`config.mk`:
```
export PLATFORM = sky130hd
export DESIGN_NAME = distance_vector_route_table_core_flat
export DESIGN_NICKNAME = d
export VERILOG_FILES = /design/src/design/dvrt_pkg.sv /design/src/design/dvrt_if.sv /design/src/design/distance_vector_route_table_core.sv /design/src/design/dvrt_ctrl.sv /design/src/design/dvrt_datapath.sv /design/src/flat_wrapper.sv
export SDC_FILE = /design/constraint.sdc
export NUM_CORES = 1
export LEC_CHECK = 0
export CORE_MARGIN = 5
export CORE_UTILIZATION = 48
export CTS_CLUSTER_SIZE = 8
export DETAILED_ROUTE_END_ITERATION = 10
export DONT_BUFFER_PORTS = 1
export PLACE_DENSITY = 0.62
export SLEW_MARGIN = 20
export SYNTH_ARGS = -nofsm -noshare
export SYNTH_HDL_FRONTEND = slang
export SYNTH_SLANG_ARGS = --single-unit
```
`constraint.sdc`:
```
create_clock -name clk_i -period 7.27 [get_ports clk_i]
set_input_delay 0 -clock clk_i [delete_from_list [all_inputs] [get_ports clk_i]]
set_output_delay 0 -clock clk_i [all_outputs]
set_load 0.01 [all_outputs]
```
`src/design/dvrt_pkg.sv`:
```
// shared types, constants and crc helper for the distance vector route table
package dvrt_pkg;

  localparam int TableDepth = 16;
  localparam int IdxW = $clog2(TableDepth);
  localparam int CntW = $clog2(TableDepth + 1);
  localparam logic [7:0] CrcPoly = 8'h07;

  localparam logic [1:0] REQ_START = 2'd0;
  localparam logic [1:0] REQ_ENTRY = 2'd1;
  localparam logic [1:0] REQ_END   = 2'd2;
  localparam logic [1:0] REQ_EMIT  = 2'd3;

  localparam logic [1:0] ST_OK     = 2'd0;
  localparam logic [1:0] ST_CRC    = 2'd1;
  localparam logic [1:0] ST_WEAK   = 2'd2;
  localparam logic [1:0] ST_SELF   = 2'd3;

  localparam logic KIND_STATUS = 1'b0;
  localparam logic KIND_ENTRY  = 1'b1;

  localparam logic [0:0] CFG_OWN  = 1'b0;
  localparam logic [0:0] CFG_RSSI = 1'b1;

  typedef struct packed {
    logic [1:0] req_type;
    logic [7:0] sender_address;
    logic [7:0] rx_level;
    logic [7:0] entry_destination;
    logic [7:0] entry_next_hop;
    logic [7:0] entry_hops;
    logic [7:0] crc_byte;
  } req_t;

  typedef struct packed {
    logic       result_kind;
    logic [1:0] status;
    logic [7:0] out_destination;
    logic [7:0] out_next_hop;
    logic [7:0] out_hops;
    logic [7:0] table_crc;
    logic [4:0] entry_total;
    logic       last;
  } rsp_t;

  typedef struct packed {
    logic [7:0] addr;
    logic [7:0] data;
  } cfg_t;

  // one byte through crc-8, msb first
  function automatic logic [7:0] crc_feed(input logic [7:0] crc, input logic [7:0] b);
    logic [7:0] c;
    c = crc ^ b;
    for (int k = 0; k < 8; k++) begin
      c = c[7] ? ((c << 1) ^ CrcPoly) : (c << 1);
    end
    return c;
  endfunction

endpackage

```
`src/design/dvrt_if.sv`:
```
// valid/ready channel interfaces
interface dvrt_req_if;
  import dvrt_pkg::*;
  logic valid;
  logic ready;
  req_t data;
  modport source (output valid, output data, input ready);
  modport sink (input valid, input data, output ready);
endinterface

interface dvrt_rsp_if;
  import dvrt_pkg::*;
  logic valid;
  logic ready;
  rsp_t data;
  modport source (output valid, output data, input ready);
  modport sink (input valid, input data, output ready);
endinterface

interface dvrt_cfg_if;
  import dvrt_pkg::*;
  logic valid;
  logic ready;
  cfg_t data;
  modport source (output valid, output data, input ready);
  modport sink (input valid, input data, output ready);
endinterface

```
`src/design/distance_vector_route_table_core.sv`:
```
// top level of the distance vector route table
// Beacon start and entry items are handled at the transfer: the entry's CRC-8 over three
// bytes and the staging write happen at the transfer. A beacon end item first walks the
// table for the sender, stopping on a hit, after the last route or at the last table
// slot; then for each staged entry it passes the setup state S_STAGE and walks the
// table one route a cycle until a hit or the last route, and then gives its status. A
// rejected beacon skips both walks and gives its status directly. An emit item streams
// one route a cycle as the output is taken. Configuration writes are taken in any cycle
// and are meant to be issued only while no item is in flight.
module distance_vector_route_table_core import dvrt_pkg::*; (
  input  logic clk_i,
  input  logic rst_ni,
  dvrt_req_if.sink req_i,
  dvrt_rsp_if.source rsp_o,
  dvrt_cfg_if.sink cfg_i
);
  logic idle, busy, reject, hit, in_acc;
  logic [3:0] cmd;
  logic [IdxW-1:0] ii, jj;
  logic [CntW-1:0] rcnt, scnt;

  // take items only when the sequencer is idle and no result is stuck
  assign req_i.ready = idle && !busy;
  assign in_acc = req_i.valid && req_i.ready;
  assign cfg_i.ready = 1'b1;

  dvrt_ctrl u_ctrl (
    .clk_i, .rst_ni,
    .start_i(in_acc), .type_i(req_i.data.req_type),
    .route_cnt_i(rcnt), .staged_cnt_i(scnt), .reject_i(reject),
    .out_busy_i(busy), .hit_i(hit), .idle_o(idle), .cmd_o(cmd), .i_o(ii), .j_o(jj)
  );

  dvrt_datapath u_dp (
    .clk_i, .rst_ni,
    .in_acc_i(in_acc), .req_i(req_i.data),
    .cfg_acc_i(cfg_i.valid), .cfg_i(cfg_i.data),
    .cmd_i(cmd), .i_i(ii), .j_i(jj),
    .out_ready_i(rsp_o.ready), .out_valid_o(rsp_o.valid), .out_o(rsp_o.data),
    .out_busy_o(busy), .route_cnt_o(rcnt), .staged_cnt_o(scnt),
    .reject_o(reject), .hit_o(hit)
  );

  assert property (@(posedge clk_i) disable iff (!rst_ni)
    in_acc |-> !rsp_o.valid || rsp_o.ready)
    else $error("accepted while result stuck");
  assert property (@(posedge clk_i) disable iff (!rst_ni)
    (hit && !idle) |-> !in_acc)
    else $error("accepted during walk");
  assert property (@(posedge clk_i) disable iff (!rst_ni)
    (rsp_o.valid && !rsp_o.ready) |=> $stable(rsp_o.data))
    else $error("held result changed");
endmodule

```
`src/design/dvrt_ctrl.sv`:
```
// sequencer for beacon finish and table emit
module dvrt_ctrl import dvrt_pkg::*; (
  input  logic clk_i,
  input  logic rst_ni,
  input  logic start_i,
  input  logic [1:0] type_i,
  input  logic [CntW-1:0] route_cnt_i,
  input  logic [CntW-1:0] staged_cnt_i,
  input  logic reject_i,
  input  logic out_busy_i,
  input  logic hit_i,
  output logic idle_o,
  output logic [3:0] cmd_o,
  output logic [IdxW-1:0] i_o,
  output logic [IdxW-1:0] j_o
);
  // cmd bits: 0 status out, 1 emit out, 2 compare step, 3 sender check
  typedef enum logic [2:0] {S_IDLE, S_SENDER, S_STAGE, S_CMP, S_STATUS, S_EMIT} state_e;
  state_e state_q;
  logic [CntW-1:0] i_q, j_q;

  assign idle_o = (state_q == S_IDLE);
  assign i_o = i_q[IdxW-1:0];
  assign j_o = j_q[IdxW-1:0];

  always_comb begin
    cmd_o = '0;
    case (state_q)
      S_SENDER: cmd_o[3] = 1'b1;
      S_CMP:    cmd_o[2] = 1'b1;
      S_STATUS: cmd_o[0] = !out_busy_i;
      S_EMIT:   cmd_o[1] = !out_busy_i;
      default:  cmd_o = '0;
    endcase
  end

  always_ff @(posedge clk_i or negedge rst_ni) begin
    if (!rst_ni) begin
      state_q <= S_IDLE;
      i_q <= '0;
      j_q <= '0;
    end else begin
      case (state_q)
        S_IDLE: begin
          i_q <= '0;
          j_q <= '0;
          if (start_i && type_i == REQ_END) begin
            state_q <= reject_i ? S_STATUS : S_SENDER;
          end else if (start_i && type_i == REQ_EMIT) begin
            state_q <= S_EMIT;
          end
        end
        // walk table for the sender, one entry a cycle, stop on a hit, past the last route or at the last slot
        S_SENDER: begin
          if (i_q >= route_cnt_i || i_q == CntW'(TableDepth - 1) || hit_i) begin
            i_q <= '0;
            state_q <= S_STAGE;
          end else begin
            i_q <= i_q + 1'b1;
          end
        end
        S_STAGE: begin
          i_q <= '0;
          state_q <= (j_q >= staged_cnt_i) ? S_STATUS : S_CMP;
        end
        // one table entry per cycle against staged entry j, stop on a hit or at the last route
        S_CMP: begin
          if (hit_i || i_q + 1'b1 >= route_cnt_i) begin
            j_q <= j_q + 1'b1;
            state_q <= S_STAGE;
          end else begin
            i_q <= i_q + 1'b1;
          end
        end
        S_STATUS: if (!out_busy_i) state_q <= S_IDLE;
        S_EMIT: begin
          if (!out_busy_i) begin
            if (i_q + 1'b1 >= route_cnt_i) state_q <= S_IDLE;
            else i_q <= i_q + 1'b1;
          end
        end
        default: state_q <= S_IDLE;
      endcase
    end
  end

  assert property (@(posedge clk_i) disable iff (!rst_ni)
    (state_q == S_CMP) |-> (j_q < staged_cnt_i))
    else $error("compare beyond staged entries");
  assert property (@(posedge clk_i) disable iff (!rst_ni)
    cmd_o[0] |=> (state_q == S_IDLE))
    else $error("status not final");
  assert property (@(posedge clk_i) disable iff (!rst_ni)
    (state_q == S_EMIT) |-> (route_cnt_i == 0 || i_q < route_cnt_i))
    else $error("emit index out of range");
endmodule

```
`src/design/dvrt_datapath.sv`:
```
// route table, staging store, crc and output register
module dvrt_datapath import dvrt_pkg::*; (
  input  logic clk_i,
  input  logic rst_ni,
  input  logic in_acc_i,
  input  req_t req_i,
  input  logic cfg_acc_i,
  input  cfg_t cfg_i,
  input  logic [3:0] cmd_i,
  input  logic [IdxW-1:0] i_i,
  input  logic [IdxW-1:0] j_i,
  input  logic out_ready_i,
  output logic out_valid_o,
  output rsp_t out_o,
  output logic out_busy_o,
  output logic [CntW-1:0] route_cnt_o,
  output logic [CntW-1:0] staged_cnt_o,
  output logic reject_o,
  output logic hit_o
);
  // tables are flops at depth 16; entries read below counts only
  logic [7:0] rdst_q [TableDepth];
  logic [7:0] rnxt_q [TableDepth];
  logic [7:0] rhop_q [TableDepth];
  logic [7:0] sdst_q [TableDepth];
  logic [7:0] shop_q [TableDepth];
  logic [CntW-1:0] rcnt_q, scnt_q;
  logic [7:0] sender_q, rssi_q, crc_q, own_q, thr_q, ecrc_q;
  logic seen_q, ovalid_q;
  logic [1:0] stat_chk;
  rsp_t out_q;
  logic [7:0] sd, sh, entry_crc;
  logic scmp_hit, stg_hit, last_cmp;

  assign route_cnt_o = rcnt_q;
  assign staged_cnt_o = scnt_q;
  assign out_valid_o = ovalid_q;
  assign out_o = out_q;
  assign out_busy_o = ovalid_q && !out_ready_i;
  assign hit_o = scmp_hit || stg_hit;

  // reject check at end-item acceptance
  always_comb begin
    stat_chk = ST_OK;
    if (seen_q && crc_q != req_i.crc_byte) stat_chk = ST_CRC;
    else if ($signed(rssi_q) < $signed(thr_q)) stat_chk = ST_WEAK;
    else if (sender_q == own_q) stat_chk = ST_SELF;
  end
  assign reject_o = (stat_chk != ST_OK);

  assign sd = sdst_q[j_i];
  assign sh = (shop_q[j_i] == 8'hFF) ? 8'hFF : shop_q[j_i] + 8'd1;
  assign scmp_hit = cmd_i[3] && ({1'b0, i_i} < rcnt_q) && rdst_q[i_i] == sender_q;
  assign stg_hit = cmd_i[2] && ((sd == own_q) ||
                   (({1'b0, i_i} < rcnt_q) && rdst_q[i_i] == sd));
  assign last_cmp = ({1'b0, i_i} + 1'b1 >= rcnt_q);
  assign entry_crc = crc_feed(crc_feed(crc_feed(ecrc_q, rdst_q[i_i]), rnxt_q[i_i]),
                              rhop_q[i_i]);

  always_ff @(posedge clk_i or negedge rst_ni) begin
    if (!rst_ni) begin
      rcnt_q <= '0; scnt_q <= '0; sender_q <= '0; rssi_q <= '0; crc_q <= '0;
      own_q <= '0; thr_q <= '0; seen_q <= 1'b0; ovalid_q <= 1'b0;
      ecrc_q <= '0;
    end else begin
      if (cmd_i[0] || cmd_i[1]) ovalid_q <= 1'b1;
      else if (ovalid_q && out_ready_i) ovalid_q <= 1'b0;
      if (cfg_acc_i && cfg_i.addr[7:1] == '0) begin
        if (cfg_i.addr[0] == CFG_OWN) own_q <= cfg_i.data;
        else thr_q <= cfg_i.data;
      end
      if (in_acc_i) begin
        case (req_i.req_type)
          REQ_START: begin
            sender_q <= req_i.sender_address; rssi_q <= req_i.rx_level;
            scnt_q <= '0; crc_q <= '0; seen_q <= 1'b0;
          end
          REQ_ENTRY: begin
            crc_q <= crc_feed(crc_feed(crc_feed(crc_q, req_i.entry_destination),
                     req_i.entry_next_hop), req_i.entry_hops);
            seen_q <= 1'b1;
            if ((req_i.entry_destination | req_i.entry_next_hop | req_i.entry_hops) != '0
                && scnt_q < CntW'(TableDepth)) begin
              sdst_q[scnt_q[IdxW-1:0]] <= req_i.entry_destination;
              shop_q[scnt_q[IdxW-1:0]] <= req_i.entry_hops;
              scnt_q <= scnt_q + 1'b1;
            end
          end
          REQ_END: begin
            out_q.status <= stat_chk;
            ecrc_q <= '0;
          end
          default: begin
            ecrc_q <= '0;
          end
        endcase
      end
      // sender pass: add neighbour when walk finishes without a hit and the table has room
      if (cmd_i[3]) begin
        if (!scmp_hit && (({1'b0, i_i} >= rcnt_q) || i_i == IdxW'(TableDepth - 1))
            && rcnt_q < CntW'(TableDepth)) begin
          rdst_q[rcnt_q[IdxW-1:0]] <= sender_q;
          rnxt_q[rcnt_q[IdxW-1:0]] <= sender_q;
          rhop_q[rcnt_q[IdxW-1:0]] <= 8'd1;
          rcnt_q <= rcnt_q + 1'b1;
        end
      end
      if (cmd_i[2]) begin
        if (sd != own_q && ({1'b0, i_i} < rcnt_q) && rdst_q[i_i] == sd
            && sh < rhop_q[i_i]) begin
          rhop_q[i_i] <= sh;
          rnxt_q[i_i] <= sender_q;
        end
        if (!stg_hit && (last_cmp || rcnt_q == 0) && rcnt_q < CntW'(TableDepth)) begin
          rdst_q[rcnt_q[IdxW-1:0]] <= sd;
          rnxt_q[rcnt_q[IdxW-1:0]] <= sender_q;
          rhop_q[rcnt_q[IdxW-1:0]] <= sh;
          rcnt_q <= rcnt_q + 1'b1;
        end
      end
      if (cmd_i[0]) begin
        out_q.result_kind <= KIND_STATUS;
        out_q.out_destination <= '0; out_q.out_next_hop <= '0;
        out_q.out_hops <= '0; out_q.table_crc <= '0;
        out_q.entry_total <= 5'(rcnt_q);
        out_q.last <= 1'b1;
        scnt_q <= '0; crc_q <= '0; seen_q <= 1'b0;
      end
      if (cmd_i[1]) begin
        out_q.result_kind <= KIND_ENTRY;
        out_q.status <= ST_OK;
        out_q.entry_total <= 5'(rcnt_q);
        if (rcnt_q == 0) begin
          out_q.out_destination <= '0; out_q.out_next_hop <= '0;
          out_q.out_hops <= '0; out_q.table_crc <= '0; out_q.last <= 1'b1;
        end else begin
          out_q.out_destination <= rdst_q[i_i];
          out_q.out_next_hop <= rnxt_q[i_i];
          out_q.out_hops <= rhop_q[i_i];
          out_q.table_crc <= entry_crc;
          ecrc_q <= entry_crc;
          out_q.last <= last_cmp;
        end
      end
    end
  end

  assert property (@(posedge clk_i) disable iff (!rst_ni)
    (rcnt_q <= CntW'(TableDepth)) && (scnt_q <= CntW'(TableDepth)))
    else $error("count overflow");
  assert property (@(posedge clk_i) disable iff (!rst_ni)
    (ovalid_q && !out_ready_i) |=> ovalid_q)
    else $error("result dropped");
  assert property (@(posedge clk_i) disable iff (!rst_ni)
    cmd_i[0] |=> !seen_q && scnt_q == 0)
    else $error("staging not cleared");
endmodule
```
`src/flat_wrapper.sv`:
```
// flat-port wrapper written by rule: the top's interface ports become plain ports
module distance_vector_route_table_core_flat import dvrt_pkg::*;
  (clk_i, rst_ni, req_i_valid, req_i_data, req_i_ready, rsp_o_valid, rsp_o_data, rsp_o_ready, cfg_i_valid, cfg_i_data, cfg_i_ready);
  dvrt_req_if req_i_i ();
  dvrt_rsp_if rsp_o_i ();
  dvrt_cfg_if cfg_i_i ();
  input  logic clk_i;
  input  logic rst_ni;
  input wire logic [$bits(req_i_i.valid)-1:0] req_i_valid;
  input wire logic [$bits(req_i_i.data)-1:0] req_i_data;
  output wire logic [$bits(req_i_i.ready)-1:0] req_i_ready;
  output wire logic [$bits(rsp_o_i.valid)-1:0] rsp_o_valid;
  output wire logic [$bits(rsp_o_i.data)-1:0] rsp_o_data;
  input wire logic [$bits(rsp_o_i.ready)-1:0] rsp_o_ready;
  input wire logic [$bits(cfg_i_i.valid)-1:0] cfg_i_valid;
  input wire logic [$bits(cfg_i_i.data)-1:0] cfg_i_data;
  output wire logic [$bits(cfg_i_i.ready)-1:0] cfg_i_ready;
  assign req_i_i.valid = req_i_valid;
  assign req_i_i.data = req_i_data;
  assign req_i_ready = req_i_i.ready;
  assign rsp_o_valid = rsp_o_i.valid;
  assign rsp_o_data = rsp_o_i.data;
  assign rsp_o_i.ready = rsp_o_ready;
  assign cfg_i_i.valid = cfg_i_valid;
  assign cfg_i_i.data = cfg_i_data;
  assign cfg_i_ready = cfg_i_i.ready;
  distance_vector_route_table_core u_core (.clk_i(clk_i), .rst_ni(rst_ni), .req_i(req_i_i), .rsp_o(rsp_o_i), .cfg_i(cfg_i_i));
endmodule
```
==> run metrics, run 1 <==
FF-to-FF End=u_core.u_dp.rhop_q[2][1]$_DFFE_PP_; FF+latch area=22300 sq um; final worst slack=1280 ps; Final Critical Period=5990 ps; crit-path leading delay family=compound AO/OA/AOI/OAI gates; Req. time, crit path=7520 ps; metal1 wirelength=31600 um; via count=17.1k; Synth Area in Adders=1.62%; fillcell total=5046; Final HPWL DP=50600 um; reg2reg start=u_core.u_ctrl.j_q[1]$_DFFE_PN0P_; status=finished clean; Site Rows=95; CTS tree=yes; GRT Util Overall=21.7%; CP bufs+invs=2; Netlist cell types=90; Initial Util=48.4%; area of the die=73000 sq um; Max Used Layer=met5; Post-synth top cells=edfxtp_1, mux4_2, xnor2_1; Synth Area in XOR/XNOR=4.93%; VDD IR-drop max=0.648 mV; cts repair resizes=0; CP max-delay cell=a21oi_2; Final Cycle Share=82.4%; R2R Setup Slk=1280 ps; Net Count, Synth=1894; worst-margin pin slew=1160 ps; crit start category=flip-flop; setup_tns=0 ps; Slew headroom=22.2%; I/O Buffers=0; number of flops mapped to enable cells by yosys=681; clock sinks=754; post-synth top area share=62.9%; H-tree levels=3; main flop type after synthesis=edfxtp_1; Mean Syn Cell Area=18.3 sq um; Place WS=1360 ps; DRT iter0 DRCs=1361; WL final=79400 um; Simple-Gate Fraction of Synth Area=4.56%; most frequent cell after synthesis=edfxtp_1; crit-path max FO=29; Post-CTS Setup Bufs=0; clk_skew=23.2 ps; Post-Syn Area=32500 sq um; Remaining DRCs=0; total core area=67200 sq um; Seq cells post-synth=754; sequential element share of the synthesized area=68.5%; vias in the first global route=17.7k; # setup viols final=0; max cap viols=0; Horiz. Die Dim=270 um; Power Dens Cells=408 nW/um^2; fin nets=2059; Worst Hold Class=input port to flip-flop; Routed Antenna Nets=0; hold path cells=7; antenna violations before repair=9; Min Hold Slack=58.5 ps; Synth Area in Compound Gates=3.94%; multi-input logic area=9740 sq um; RSZ-0062 raised after global routing=no; 1st-pass router iterations=7; clock latency reported for the late side of the worst-skew pair=650 ps; Area contributors post-synth=edfxtp_1, mux4_2, dfrtp_1; first-pass GRT wire length=117000 um; Async SR Flop Fraction=9.68%; Yosys top cell by area=edfxtp_1; Fmax=167 MHz; Die Height=270 um; critical path type=flip-flop to flip-flop; CTS buffer count=104; Fin. Hold Viols=0; arrival time worst endpoint=6240 ps; yosys warns=0; Hold Path End=u_core.u_dp.staged_cnt_o[1]$_DFFE_PN0P_; routed len/inst=27.6 um; Reg2Reg Depth=16; Syn Inst Count=1781; total grt overflow=0; maximum clock path buffer count=3; Worst-path clk slew=50 ps; via/cell ratio=5.93; mux contribution to synthesized area=14.4%; clock root cell=clkbuf_16; Max stage delay on crit path=910 ps; layout cells sized above 1=21.4%; Leak Pwr=0.0124 uW; met2 WL=40200 um; crit end category=flip-flop; critical path's most frequent cell=nand2_1; Final Max Tran Viols=0; largest net degree at the start of global routing=74; metal3 WL=5770 um; synthesis-to-finish area growth=15.0%; CP cell instances=buf_4 > mux4_2 > mux2_2 > nand3_1 > o31ai_1 > and4_1 > inv_1 > nand2_1 > ha_1 > and4_1 > a2111oi_0 > nand2_1 > a2111o_1 > nor2_1 > nand2_1 > a21oi_2; main combinational cell family by area after synthesis=multiplexers; Ports=115; GP Congestion=0.810; hold buffer count at CTS=80; hold path start=req_i_data[10]
routing by layer:
metal	global-route usage, %	vias to the layer above
li1	-	7425
met1	28.0	8921
met2	36.7	602
met3	5.60	122
met4	6.15	2
met5	0	-
state kept, by name, indices dropped and copies added (netlist names):
signal                    flops
u_core.u_dp.out_o            41
u_core.u_dp.rdst_q          128
u_core.u_ctrl.j_q             5
u_core.u_dp.thr_q             8
u_core.u_dp.sender_q          8
u_core.u_dp.ecrc_q            8
u_core.u_ctrl.state_q         3
u_core.u_dp.rnxt_q          128
u_core.u_dp.rhop_q          128
u_core.u_dp.sdst_q          128
u_core.u_ctrl.i_q             5
u_core.u_dp.out_valid_o       1
u_core.u_dp.crc_q             8
u_core.u_dp.seen_q            1
u_core.u_dp.shop_q          128
u_core.u_dp.rssi_q            8
u_core.u_dp.route_cnt_o       5
u_core.u_dp.own_q             8
u_core.u_dp.staged_cnt_o      5
worst max path at each step:
| stage | startpoint | to | slack [ps] | cells after the start |
|---|---|---|---|---|
| after floorplan | u_core.u_ctrl.j_q[0]$_DFFE_PN0P_ | u_core.u_dp.rhop_q[13][0]$_DFFE_PP_ | 1130 | 20 |
| after global routing | u_core.u_ctrl.j_q[1]$_DFFE_PN0P_ | u_core.u_dp.rnxt_q[2][4]$_DFFE_PP_ | 870 | 16 |
| final | u_core.u_ctrl.j_q[1]$_DFFE_PN0P_ | u_core.u_dp.rhop_q[2][1]$_DFFE_PP_ | 1280 | 16 |
| after global placement | u_core.u_ctrl.j_q[1]$_DFFE_PN0P_ | u_core.u_dp.rhop_q[11][7]$_DFFE_PP_ | 1400 | 15 |
| after detailed placement | u_core.u_ctrl.j_q[0]$_DFFE_PN0P_ | u_core.u_dp.rhop_q[2][2]$_DFFE_PP_ | 1360 | 14 |
| after CTS | u_core.u_ctrl.j_q[0]$_DFFE_PN0P_ | u_core.u_dp.rnxt_q[2][4]$_DFFE_PP_ | 1320 | 14 |
cells by family (layout without fill, tap and decap cells):
| kind of cell | after synthesis | in the layout |
|---|---|---|
| flip-flops | 754 | 754 |
| XOR/XNOR | 156 | 156 |
| AND/OR/NAND/NOR | 300 | 300 |
| buffers and inverters | 111 | 327 |
| AO/OA/AOI/OAI | 174 | 174 |
| multiplexers | 243 | 243 |
| adder cells (fa/ha/maj) | 42 | 42 |
| other | 1 | 10 |
cell usage in the layout (no fill, tap or decap), types with 16 or more instances in the layout:
master           n
edfxtp_1       681
mux4_2         150
clkbuf_16      104
xnor2_1         99
dlygate4sd3_1   78
nor2_1          76
nand2_1         76
dfrtp_1         69
mux2_2          48
buf_4           47
clkbuf_1        46
ha_1            42
inv_1           40
xor2_1          38
a21oi_1         31
mux2i_1         25
o21ai_0         25
nand3_1         24
a22oi_1         21
mux4_1          20
nor2b_1         16
a21o_1          16
layout make-up:
class	instances	area share [%]
timing repair buffer	128	3.23
sequential	754	59.6
inverter	42	0.422
antenna	9	0.0602
clock inverter	6	0.221
clock buffer	151	7.46
multi-input combinational	916	26.1
tap	873	2.92
where the power goes:
part / internal, uW / leakage [uW] / switching (uW)
clock network: 2610 / 0.00138 / 1720
logic: 2670 / 0.00393 / 2550
registers: 5220 / 0.00704 / 501
total: 10500 / 0.0124 / 4770
worst reg2reg max path: stages (launching register included):
cell and delay (ps):
dfrtp_2 870, buf_4 360, mux4_2 510, mux2_2 290, nand3_1 80, o31ai_1 150, and4_1 270, inv_1 160
nand2_1 90, ha_1 290, and4_1 170, a2111oi_0 400, nand2_1 180, a2111o_1 470, nor2_1 210, nand2_1 180
a21oi_2 910
through the flow:
step / total power (uW) / area, sq um / util, % / std cells
6_report: 15300 / 37400 / 55.7 / 2879
5_1_grt: 16000 / 37400 / 55.7 / 2877
4_1_cts: 15300 / 37400 / 55.6 / 2870
3_5_place_dp: 10900 / 33600 / 50.1 / 2633
3_3_place_gp: 10800 / 33600 / 50.1 / 2633
2_1_floorplan: 9770 / 32500 / - / 1781
Power figures use the tool's default switching activity.
==> run 2, diff against run 1 <==
--- a/config.mk
+++ b/config.mk
@@ -10,7 +10,7 @@
 export CTS_CLUSTER_SIZE = 8
 export DETAILED_ROUTE_END_ITERATION = 10
 export DONT_BUFFER_PORTS = 1
-export PLACE_DENSITY = 0.62
+export PLACE_DENSITY = 0.64
 export SLEW_MARGIN = 20
 export SYNTH_ARGS = -nofsm -noshare
 export SYNTH_HDL_FRONTEND = slang
==> constraint.sdc (replaced) <==
create_clock -name clk_i -period 5.5 [get_ports clk_i]
set_input_delay 0 -clock clk_i [delete_from_list [all_inputs] [get_ports clk_i]]
set_output_delay 0 -clock clk_i [all_outputs]
set_load 0.01 [all_outputs]
==> run 2 against run 1 <==
Effect of this change:
- sequential power up 30%
- cell area rose by 2.0%
- first-iteration DRC count up 14%
- worst hold slack worse by 28 ps
- register-to-register slack got worse by 1100 ps
- routed wire length up 0.73%
- combinational power is 40% higher
- via count rose by 2.2%
- global-route usage is essentially flat
- critical endpoint is now u_core.u_dp.rhop_q[7][3]$_DFFE_PP_
- largest power group unchanged
==> run metrics, run 2 (same netlist as run 1, synthesis figures left out) <==
Leak Pwr=0.0127 uW (+3.0%); Fmax=190 MHz (+14%); first-pass GRT wire length=118000 um (+1.0%); commonest non-fill, non-tap cell in the layout=edfxtp_1; reg2reg start=u_core.u_ctrl.j_q[0]$_DFFE_PN0P_; Ports=115 (unchanged); final worst slack=226 ps (-1060 ps); crit path from=u_core.u_ctrl.j_q[0]$_DFFE_PN0P_; WL final=80000 um (+0.73%); Final Cycle Share=95.9% (+14 points); clk_skew=20.2 ps (-2.98 ps); total grt overflow=0 (unchanged); Worst-path clk slew=60 ps (about the same); commonest cells after routing, fill and taps aside=edfxtp_1, mux4_2, clkbuf_16; synthesis-to-finish area growth=17.3%; critical path type=flip-flop to flip-flop; Final Max Tran Viols=0 (unchanged); GRT Util Overall=21.7% (about the same); worst-margin pin slew=1090 ps (-73.6 ps); CTS buffer count=104 (unchanged); Remaining DRCs=0 (unchanged); setup_tns=0 ps (unchanged); largest net degree at the start of global routing=74 (unchanged); I/O Buffers=0 (unchanged); Site Rows=95 (unchanged); crit-path max FO=16 (-45%); Final HPWL DP=52800 um (+4.4%); GP Congestion=0.881 (+8.8%); Initial Util=48.4% (unchanged); hold path start=req_i_data[16]; # setup viols final=0 (unchanged); via count=17.4k (+2.2%); via/cell ratio=5.92 (-0.12%); clock sinks=754 (unchanged); H-tree levels=3 (unchanged); Worst Hold Class=input port to flip-flop; fin cells=2945 (+2.3%); DRT iter0 DRCs=1548 (+14%); arrival time worst endpoint=5610 ps (-630 ps); Place WS=-25.7 ps (-1390 ps); Req. time, crit path=5840 ps (-1680 ps); Die Height=270 um (unchanged); CTS tree=yes; clock latency reported for the late side of the worst-skew pair=650 ps (about the same); CP cell instances=buf_4 > mux4_2 > mux4_2 > ha_1 > o21a_1 > nand3_1 > mux2i_2 > ha_1 > and4_1 > a2111oi_1 > nand2_1 > a2111o_1 > buf_4 > buf_4 > or2_2 > o22ai_2 > buf_8; clock root cell=clkbuf_16; layout cells sized above 1=23.9% (+2.4 points); critical path's most frequent cell=buf_4; crit start category=flip-flop; Power Dens Cells=538 nW/um^2 (+32%); area of the die=73000 sq um (unchanged); Horiz. Die Dim=270 um (unchanged); Slew headroom=27.4% (+5.2 points); CP max-delay cell=mux4_2; Fin. Hold Viols=0 (unchanged); status=finished clean; VDD IR-drop max=0.662 mV (+2.1%); 1st-pass router iterations=5 (-2); dpl cells=2690 (+2.2%); fin nets=2121 (+3.0%); maximum clock path buffer count=3 (unchanged); Max stage delay on crit path=520 ps (-390 ps); Final Critical Period=5270 ps (-713 ps); crit end category=flip-flop; max cap viols=0 (unchanged); routed len/inst=27.1 um (-1.5%); antenna violations before repair=9 (unchanged); vias in the first global route=17.9k (+0.69%); Routed Antenna Nets=0 (unchanged); total core area=67200 sq um (unchanged)
run 2: changes by cell type in the layout (fill, tap and decap cells not counted), moves of 3 or more:
cell / previous run / this run
nor2_2: 7 / 4
buf_4: 47 / 91
buf_12: 1 / 19
diode_2: 9 / 6
clkbuf_1: 46 / 52
run 2: metal layers:
layer	vias up	global-route usage, %	share of wire (%)	wire, um
li1	7547	-	-	-
met1	9074	29.5	41	32400
met2	694	35.7	49	39300
met3	123	5.33	7.8	6240
met4	4	5.55	2.5	1960
met5	-	0	0.031	25
run 2: layout make-up:
class                           count  area [sq um]
Clock buffer                      158          2840
Fill cell                        5001         29000
Sequential cell                   754         22300
Multi-Input combinational cell    916          9760
Tap cell                          873          1090
Antenna cell                        6          15.0
Clock inverter                      6          78.8
Inverter                           42           158
Timing Repair Buffer              190          1910
run 2: timing repair:
action,4_1_cts,5_1_grt
gates resized for setup,1,8
setup endpoints to repair,16,251
setup buffers,0,7
cloned,0,0
hold buffers,78,0
hold endpoints to repair,394,0
run 2: where the power goes:
group          switching [uW]  leakage [uW]  internal (uW)
Combinational            3610       0.00429           3700
Sequential                560       0.00704           6900
Clock                    2260       0.00140           3490
Total                    6430        0.0127          14100
run 2: worst max-delay path: cells and delay by family (launching register included):
family,cells,cell delay (ps)
AO/OA/AOI/OAI,4,1190
adder cells (fa/ha/maj),2,510
buffers and inverters,4,710
flip-flops,1,440
multiplexers,3,1280
AND/OR/NAND/NOR,4,810
run 2: through the flow:
| stage | hold slack (ps) | cell area, sq um | total power [uW] | utilization (%) |
|---|---|---|---|---|
| after floorplan | -296 | 32600 | 13000 | - |
| after global placement | -286 | 34300 | 14500 | 51.0 |
| after detailed placement | -292 | 34300 | 14600 | 51.0 |
| after CTS | 3.51 | 38000 | 20600 | 56.6 |
| after global routing | 39.5 | 38100 | 21500 | 56.8 |
| final | 30.7 | 38100 | 20500 | 56.8 |
run 2: worst paths after layout:
kind	end	slack, ps	depth (start not counted)
max	u_core.u_dp.rhop_q[7][3]$_DFFE_PP_	230	17
min in group asynchronous	u_core.u_dp.ecrc_q[0]$_DFF_PN0_	50	3
max in group asynchronous	u_core.u_ctrl.i_q[1]$_DFFE_PN0P_	5040	3
max reg2reg	u_core.u_dp.rhop_q[7][3]$_DFFE_PP_	230	17
min reg2reg	u_core.u_dp.ecrc_q[7]$_DFF_PN0_	500	1
min	u_core.u_dp.staged_cnt_o[1]$_DFFE_PN0P_	30	7
==> run 3, diff against run 2 <==
--- a/config.mk
+++ b/config.mk
@@ -5,9 +5,7 @@
 export SDC_FILE = /design/constraint.sdc
 export NUM_CORES = 1
 export LEC_CHECK = 0
-export CORE_MARGIN = 5
 export CORE_UTILIZATION = 48
-export CTS_CLUSTER_SIZE = 8
 export DETAILED_ROUTE_END_ITERATION = 10
 export DONT_BUFFER_PORTS = 1
 export PLACE_DENSITY = 0.64
==> run 3 against run 2 <==
Effect of this change:
- clock-buffer cell count down 64
- sequential power shrank 0.7%
- global-route usage increased by 0.95 points
- sequential share of layout area increased by 1.4 points
- register-to-register slack better by 30 ps
- via count down 1.9%
- clock power shrank 13%
- utilization decreased by 1.2 points
- critical path type unchanged
- critical endpoint is now u_core.u_dp.rnxt_q[7][3]$_DFFE_PP_
==> run metrics, run 3 (same netlist as run 1, synthesis figures left out) <==
I/O Buffers=0 (unchanged); Final HPWL DP=51000 um (-3.5%); vias in the first global route=17.4k (-2.6%); commonest non-fill, non-tap cell in the layout=edfxtp_1; Fmax=191 MHz (+0.64%); setup_tns=0 ps (unchanged); Final Critical Period=5240 ps (-33.4 ps); Routed Antenna Nets=0 (unchanged); Worst-path clk slew=60 ps (about the same); routed len/inst=26.5 um (-2.3%); CTS tree=yes; commonest cells after routing, fill and taps aside=edfxtp_1, mux4_2, xnor2_1; Worst Hold Class=input port to flip-flop; maximum clock path buffer count=3 (unchanged); final worst slack=259 ps (+33.4 ps); Leak Pwr=0.0124 uW (-2.5%); H-tree levels=3 (unchanged); # setup viols final=0 (unchanged); GRT Util Overall=22.6% (+0.95 points); via count=17.1k (-1.9%); total grt overflow=0 (unchanged); Final Cycle Share=95.3% (-0.61 points); crit-path max FO=16 (unchanged); Site Rows=95 (unchanged); arrival time worst endpoint=5530 ps (-80 ps); clock sinks=754 (unchanged); Power Dens Cells=526 nW/um^2 (-2.3%); Remaining DRCs=0 (unchanged); Horiz. Die Dim=262 um (-3.0%); CTS buffer count=76 (-27%); Die Height=262 um (-3.0%); area of the die=68800 sq um (-5.8%); Ports=115 (unchanged); crit end category=flip-flop; clock root cell=clkbuf_16; fin nets=2077 (-2.1%); RSZ-0062 raised after global routing=no; antenna violations before repair=4 (-5); VDD IR-drop max=0.600 mV (-9.3%); via/cell ratio=5.90 (-0.42%); Slew headroom=26.9% (-0.48 points); first-pass GRT wire length=114000 um (-3.4%); max cap viols=0 (unchanged); Req. time, crit path=5790 ps (-50 ps); Final Max Tran Viols=0 (unchanged); largest net degree at the start of global routing=77 (+4.1%); fin util=55.6% (-1.2 points); Initial Util=48.5% (+0.086 points); clock latency reported for the late side of the worst-skew pair=630 ps (-20 ps); status=finished clean; Min Hold Slack=24.1 ps (-6.60 ps); Fin. Hold Viols=0 (unchanged); total core area=67000 sq um (-0.18%); crit start category=flip-flop; 1st-pass router iterations=6 (+1); clk_skew=27.9 ps (+7.68 ps); WL final=77000 um (-3.8%); Place WS=124 ps (+150 ps); synthesis-to-finish area growth=14.6%; GP Congestion=0.884 (+0.31%); critical path type=flip-flop to flip-flop; worst-margin pin slew=1090 ps (+4.92 ps); layout cells sized above 1=23.5% (-0.37 points); DRT iter0 DRCs=1654 (+6.8%)
[run 3: cell count changes in the layout (fill, tap and decap cells not counted), moves of 3 or more]
cell	delta
buf_12	-12
bufinv_16	+5
clkbuf_1	-36
clkbuf_16	-27
clkinv_1	+11
clkinv_2	+18
clkinv_4	+4
clkinvlp_4	+3
diode_2	-4
[run 3: final cells by class]
class                   instances  area (sq um)
diodes                          2          5.00
clock buffers                  94          2010
clock inverters                46           390
fillers                      5164         29800
inverters                      42           158
multi-input cells             916          9720
flip-flops and latches        754         22300
well taps                     873          1090
repair buffers                174          1610
[run 3: per-layer routing]
| layer | GRT usage (%) | up-vias | share of wire (%) |
|---|---|---|---|
| li1 | - | 7458 | - |
| met1 | 30.7 | 8915 | 42 |
| met2 | 36.3 | 593 | 48 |
| met3 | 5.25 | 139 | 7.2 |
| met4 | 7.30 | 4 | 3.0 |
| met5 | 0 | - | 0.039 |
[run 3: final timing paths]
kind | from | endpoint | slack (ps) | cells past startpoint
worst max-delay path | u_core.u_ctrl.j_q[0]$_DFFE_PN0P_ | u_core.u_dp.rnxt_q[7][3]$_DFFE_PP_ | 260 | 15
worst min-delay path | req_i_data[31] | u_core.u_dp.staged_cnt_o[0]$_DFFE_PN0P_ | 20 | 7
worst max register to register | u_core.u_ctrl.j_q[0]$_DFFE_PN0P_ | u_core.u_dp.rnxt_q[7][3]$_DFFE_PP_ | 260 | 15
worst min register to register | u_core.u_dp.ecrc_q[7]$_DFF_PN0_ | u_core.u_dp.ecrc_q[7]$_DFF_PN0_ | 500 | 1
max in group asynchronous | rst_ni | u_core.u_ctrl.j_q[0]$_DFFE_PN0P_ | 5110 | 2
min in group asynchronous | rst_ni | u_core.u_dp.route_cnt_o[1]$_DFF_PN0_ | 30 | 2
[run 3: repair_timing]
action | CTS | global route
endpoints found under the hold margin | 383 | 0
hold buffers | 75 | 0
gates resized for setup | 0 | 3
endpoints found under the setup margin | 0 | 243
setup buffers | 0 | 4
[run 3: metrics by stage]
step / total power (uW) / instance area, sq um / cells
2_1_floorplan: 13000 / 32600 / 1781
3_3_place_gp: 14400 / 34000 / 2680
3_5_place_dp: 14500 / 34000 / 2680
4_1_cts: 19700 / 37200 / 2895
5_1_grt: 20500 / 37300 / 2900
6_report: 19600 / 37300 / 2901
[run 3: where the power goes]
part / switching [uW] / total [uW] / leakage (uW) / internal, uW
clock network: 2180 / 5030 / 0.00118 / 2850
logic: 3540 / 7170 / 0.00419 / 3630
registers: 526 / 7410 / 0.00703 / 6880
total: 6240 / 19600 / 0.0124 / 13400
[run 3: critical path: stages (launching register included)]
cell and delay [ps]:
dfrtp_4 440, buf_12 150, mux4_2 500, mux4_2 570, ha_1 260, o21a_1 160
and3_1 170, o21ba_2 240, ha_1 230, and4_1 220, a2111oi_1 400, nand2_1 130
a2111o_1 570, or2_2 410, o22ai_2 150, buf_4 300
